<file path="config.mk">
export PLATFORM = sky130hd
export DESIGN_NAME = mdu_cell
export DESIGN_NICKNAME = d
export VERILOG_FILES = /design/src/rv32m_mul_div_unit_top_macros.svh /design/src/mdu_pkg.sv /design/src/mdu_cell.sv
export SDC_FILE = /design/constraint.sdc
export NUM_CORES = 1
export LEC_CHECK = 0
export BUFFER_PORTS_ARGS = -buffer_cell sky130_fd_sc_hd__clkbuf_2
export CORE_ASPECT_RATIO = 1.75
export CORE_MARGIN = 5
export CORE_UTILIZATION = 28
export CTS_CLUSTER_SIZE = 25
export DETAILED_ROUTE_END_ITERATION = 10
export PLACE_DENSITY = 0.53
export RECOVER_POWER = 50
export SLEW_MARGIN = 40
export SYNTH_ARGS = -nofsm -noshare
export SYNTH_HDL_FRONTEND = slang
export SYNTH_SLANG_ARGS = --single-unit
</file>
<file path="constraint.sdc">
create_clock -name clk_i -period 1.55 [get_ports clk_i]
set_input_delay 0.2325 -clock clk_i [delete_from_list [all_inputs] [get_ports clk_i]]
set_output_delay 0.2325 -clock clk_i [all_outputs]
set_load 0.005 [all_outputs]
</file>
<file path="src/rv32m_mul_div_unit_top_macros.svh">
// Assertion macros for the RV32M multiply/divide unit.
`ifndef RV32M_MUL_DIV_UNIT_TOP_MACROS_SVH
`define RV32M_MUL_DIV_UNIT_TOP_MACROS_SVH
// Implication checked on every clock edge outside reset.
`define MDU_ASSERT_IMP(label, clk, rst_n, ante, cons, msg) \
  label: assert property (@(posedge clk) disable iff (!rst_n) (ante) |-> (cons)) \
    else $error(msg);
// Next-cycle implication.
`define MDU_ASSERT_NEXT(label, clk, rst_n, ante, cons, msg) \
  label: assert property (@(posedge clk) disable iff (!rst_n) (ante) |=> (cons)) \
    else $error(msg);
`endif

</file>
<file path="src/mdu_pkg.sv">
// Shared types and constants for the RV32M multiply/divide unit.
package mdu_pkg;
  localparam int unsigned XLEN = 32;
  localparam logic [2:0] OP_MUL    = 3'd0;
  localparam logic [2:0] OP_MULH   = 3'd1;
  localparam logic [2:0] OP_MULHSU = 3'd2;
  localparam logic [2:0] OP_MULHU  = 3'd3;
  localparam logic [2:0] OP_DIV    = 3'd4;
  localparam logic [2:0] OP_DIVU   = 3'd5;
  localparam logic [2:0] OP_REM    = 3'd6;
  localparam logic [2:0] OP_REMU   = 3'd7;

  // Data carried by one cell of the chain.
  typedef struct packed {
    logic            is_div;
    logic            hi_sel;
    logic            rem_sel;
    logic            neg_res;
    logic            special;
    logic [XLEN-1:0] special_val;
    logic [2*XLEN-1:0] acc;   // mul: product partial; div: {rem, quotient/dividend}
    logic [XLEN-1:0] opb;     // mul: multiplier bits remaining; div: divisor magnitude
    logic [XLEN:0]   mcand;   // mul: sign-extended multiplicand
  } cell_t;
endpackage

</file>
<file path="src/mdu_cell.sv">
// One step cell: one radix-2 multiply or restoring divide step.
module mdu_cell import mdu_pkg::*; #(
  parameter int unsigned StepIdx = 0
) (
  input  logic  clk_i,
  input  logic  rst_ni,
  input  logic  en_i,
  input  logic  valid_i,
  input  cell_t data_i,
  output logic  valid_o,
  output cell_t data_o
);
  cell_t            data_d, data_q;
  logic             valid_q;
  logic [XLEN:0]    sum;
  logic [XLEN:0]    trial;
  logic [XLEN-1:0]  rem_sh;
  logic             hi_ext;

  always_comb begin
    data_d = data_i;
    sum    = '0;
    trial  = '0;
    rem_sh = '0;
    hi_ext = 1'b0;
    if (data_i.is_div) begin
      rem_sh = {data_i.acc[2*XLEN-2:XLEN], data_i.acc[XLEN-1]};
      trial  = {1'b0, rem_sh} - {1'b0, data_i.opb};
      if (!trial[XLEN] || data_i.acc[2*XLEN-1]) begin
        data_d.acc = {trial[XLEN-1:0], data_i.acc[XLEN-2:0], 1'b1};
      end else begin
        data_d.acc = {rem_sh, data_i.acc[XLEN-2:0], 1'b0};
      end
    end else begin
      // acc high half is signed only for a signed multiplicand; shift right each step
      hi_ext = data_i.mcand[XLEN] & data_i.acc[2*XLEN-1];
      if (data_i.opb[0]) begin
        if (StepIdx == XLEN - 1 && data_i.neg_res) begin
          sum = {hi_ext, data_i.acc[2*XLEN-1:XLEN]} - data_i.mcand;
        end else begin
          sum = {hi_ext, data_i.acc[2*XLEN-1:XLEN]} + data_i.mcand;
        end
      end else begin
        sum = {hi_ext, data_i.acc[2*XLEN-1:XLEN]};
      end
      data_d.acc = {sum, data_i.acc[XLEN-1:1]};
      data_d.opb = {1'b0, data_i.opb[XLEN-1:1]};
    end
  end

  always_ff @(posedge clk_i or negedge rst_ni) begin
    if (!rst_ni) begin
      valid_q <= 1'b0;
    end else if (en_i) begin
      valid_q <= valid_i;
    end
  end

  always_ff @(posedge clk_i) begin
    if (en_i) begin
      data_q <= data_d;
    end
  end

  assign valid_o = valid_q;
  assign data_o  = data_q;
endmodule

</file>
==> impl_metrics.ini <==
[routing]
first_pass_iters = 4
drt-initial-drc-count = 402
num_vias = 9405
wirelength_um = 36250
vias_per_cell = 4.700
drc = 0
detail-route-antenna-nets = 0
wire_per_inst_um = 18.11

[global_routing]
grtUsageTotal_pct = 17.84
grt-ovfl-total = 0
antenna_found_initial = 1
grt_pass1_vias = 9870
grt_max_degree = 69
grt_pass1_wl_um = 54730

[logic_synthesis]
yosys_register_bits = 167
ys.flop_type = edfxtp_1
synth_edf_count = 166
ys_seq_area_share_pct = 50.45
yosys-top-cells-area = edfxtp_1 50%, ha_1 8.1%, o21ai_0 3.9%, mux2_2 3.5%, nand2_1 3.5%
synthTopCellsByCount = 166 x edfxtp_1, 92 x nand2_1, 78 x o21ai_0
syn_avg_cell_area_um2 = 10.94
synthesis.nets = 1144
yosys.area.top_type = edfxtp_1
netlist_area_um2 = 9931
synth.most_common_cell = edfxtp_1
syn_inst = 908
synth_warnings = 0
ys_types = 58
async_flop_share_pct = 0.5988
synth_top_cell_area_share_pct = 50.20

[sta]
fmax_mhz = 350.8
relSlewSlack_pct = 42.30
min_period_ps = 2851
setup_viol = 33
grt_setup_unrepaired = true
whs_ps = 68.66
skew_ps = 0
worst_slack_ps = -1301
drv_slew = 0
worst_pin_slew_ps = 865.5
hold_violations = 0
final.setup.tns_ps = -40730
min_period_over_period_pct = 183.9

[cells_and_area]
finalNetCount = 1758
nFillCells = 3437
final_util_pct = 43.65
area_delta_synth_final_pct = 54.66
drive_gt1_share_pct = 42.15
finish.instance_area_um2 = 15360

[clocking]
cts_tree = yes
cts_sinks = 167
insertion_delay_ps = 450
htreeDepth = 4
root_buffer = clkbuf_16
path_clk_slew_ps = 70
cts_made_buffers = 17
cts_buffer_depth = 2

[critical_path]
path_class = primary input to register
crit_required_ps = 1750
crit_path_end_kind = register
crit_path_start_kind = primary input
cp.arrival_ps = 3050
crit_fanout = 7

[place]
io_buffers = 336
gp_congestion = 0.8343
dp_hpwl_um = 28070
placed_area_um2 = 13910

[die]
ios = 337
start_util_pct = 28.23
core_area_um2 = 35180
dieArea_um2 = 39480
core.rowCount = 91
die_h_um = 259.1
die-width_um = 152.4

[power]
power_leakage_nw = 7.012
powerDensity_nw_per_um2 = 912.8
peakVddDrop_uv = 802.8
power_mw = 14.02

[run_status]
status = finished, violations left
failed_checks = negative setup slack

[job]
drv_cap = 0

[hold_path]
hold_class = primary input to asynchronous set/reset pin
[worst paths after layout]
kind	endpoint	startpoint	cells past startpoint	slack, ps
min	valid_o$_DFFE_PN0P_	rst_ni	2	70
max in group asynchronous	valid_o$_DFFE_PN0P_	rst_ni	2	1380
max reg2reg	valid_o$_DFFE_PN0P_	valid_o$_DFFE_PN0P_	1	810
max	data_o[128]$_DFFE_PP_	data_i[96]	14	-1300
min in group clk_i	data_o[37]$_DFFE_PP_	data_i[37]	3	70
min reg2reg	valid_o$_DFFE_PN0P_	valid_o$_DFFE_PN0P_	1	510
[stage by stage]
stage / setup WS (ps) / cells
after floorplan: -1426 / 908
after global placement: -1808 / 1898
after detailed placement: -1888 / 1898
after CTS: -1246 / 1991
after global routing: -1365 / 2001
final: -1301 / 2001
[layer usage]
| layer | part of all wire [%] | wire [um] | global-route usage [%] | vias to the layer above |
|---|---|---|---|---|
| met5 | 0 | 0 | 0 | - |
| met4 | 3.8 | 1369 | 8.023 | 0 |
| met3 | 4.3 | 1564 | 3.770 | 60 |
| met2 | 57 | 20680 | 35.30 | 246 |
| met1 | 35 | 12630 | 17.50 | 4464 |
| li1 | - | - | - | 4635 |
[cells by family (layout without fill, tap and decap cells)]
kind of cell,Yosys count,count (layout),share of synthesized area (%)
AO/OA/AOI/OAI,285,285,17.95
XOR/XNOR,55,55,4.851
adder cells (fa/ha/maj),66,66,8.467
buffers and inverters,78,705,3.187
flip-flops,167,167,50.45
multiplexers,51,51,5.531
other,0,1,0
AND/OR/NAND/NOR,206,206,9.563
[power by group]
| group | internal, mW | switching [mW] | total, mW | leakage [nW] |
|---|---|---|---|---|
| Sequential | 5.48 | 0.128 | 5.61 | 1.64 |
| Combinational | 2.04 | 2.00 | 4.04 | 5.09 |
| Clock | 2.29 | 2.08 | 4.37 | 0.291 |
[placed cells by master, fill, tap and decap left out, types with 4 or more instances in the layout]
cell,instances
clkbuf_2,312
buf_4,215
edfxtp_1,166
nand2_1,90
a21oi_1,67
o21ai_0,65
ha_1,60
dlygate4sd3_1,56
inv_1,41
nor2_1,37
xnor2_1,34
a21o_1,31
mux2_2,30
clkbuf_1,29
xor2_1,21
clkbuf_16,21
a211oi_1,18
nor2b_1,17
mux2i_1,17
o21ai_1,15
o211ai_1,13
nand2b_1,12
o21ai_2,11
nand3_1,11
nor3_1,10
o21a_1,9
a31oi_1,8
a22oi_1,8
nand4_1,7
o21bai_1,7
buf_12,7
and3_1,5
clkinv_4,4
[critical path, cell delays in order]
cell and delay (ps):
clkbuf_16 130, inv_12 50, ha_4 120, fa_2 220
nor2b_4 50, o31a_1 260, o41a_1 390, o2bb2ai_4 190
a31oi_4 150, o21ai_1 90, or4_4 540, buf_4 170
buf_12 140, a311o_1 310
[layout make-up]
class                   instances  area (um2)  area share, %
well taps                     465       581.8          3.788
inverters                      44       177.7          1.157
flip-flops and latches        167        5010          32.62
repair buffers                629        4198          27.33
clock buffers                  17       425.4          2.770
diodes                          1       2.502        0.01629
multi-input cells             663        4797          31.23
clock inverters                15       166.4          1.084
[flip-flops by register name, summed over array words and instances (netlist names)]
name / cells
data_o: 166
valid_o: 1
[repair_timing]
| item | CTS | global route |
|---|---|---|
| gates resized for setup | 18 | 23 |
| setup endpoints to repair | 33 | 33 |
| buffers inserted | 5 | 2 |
| pin swaps | 3 | 20 |
| hold endpoints to repair | 53 | 3 |
| hold buffers | 53 | 3 |
| gates cloned | 3 | 4 |
Power figures use the tool's default switching activity.
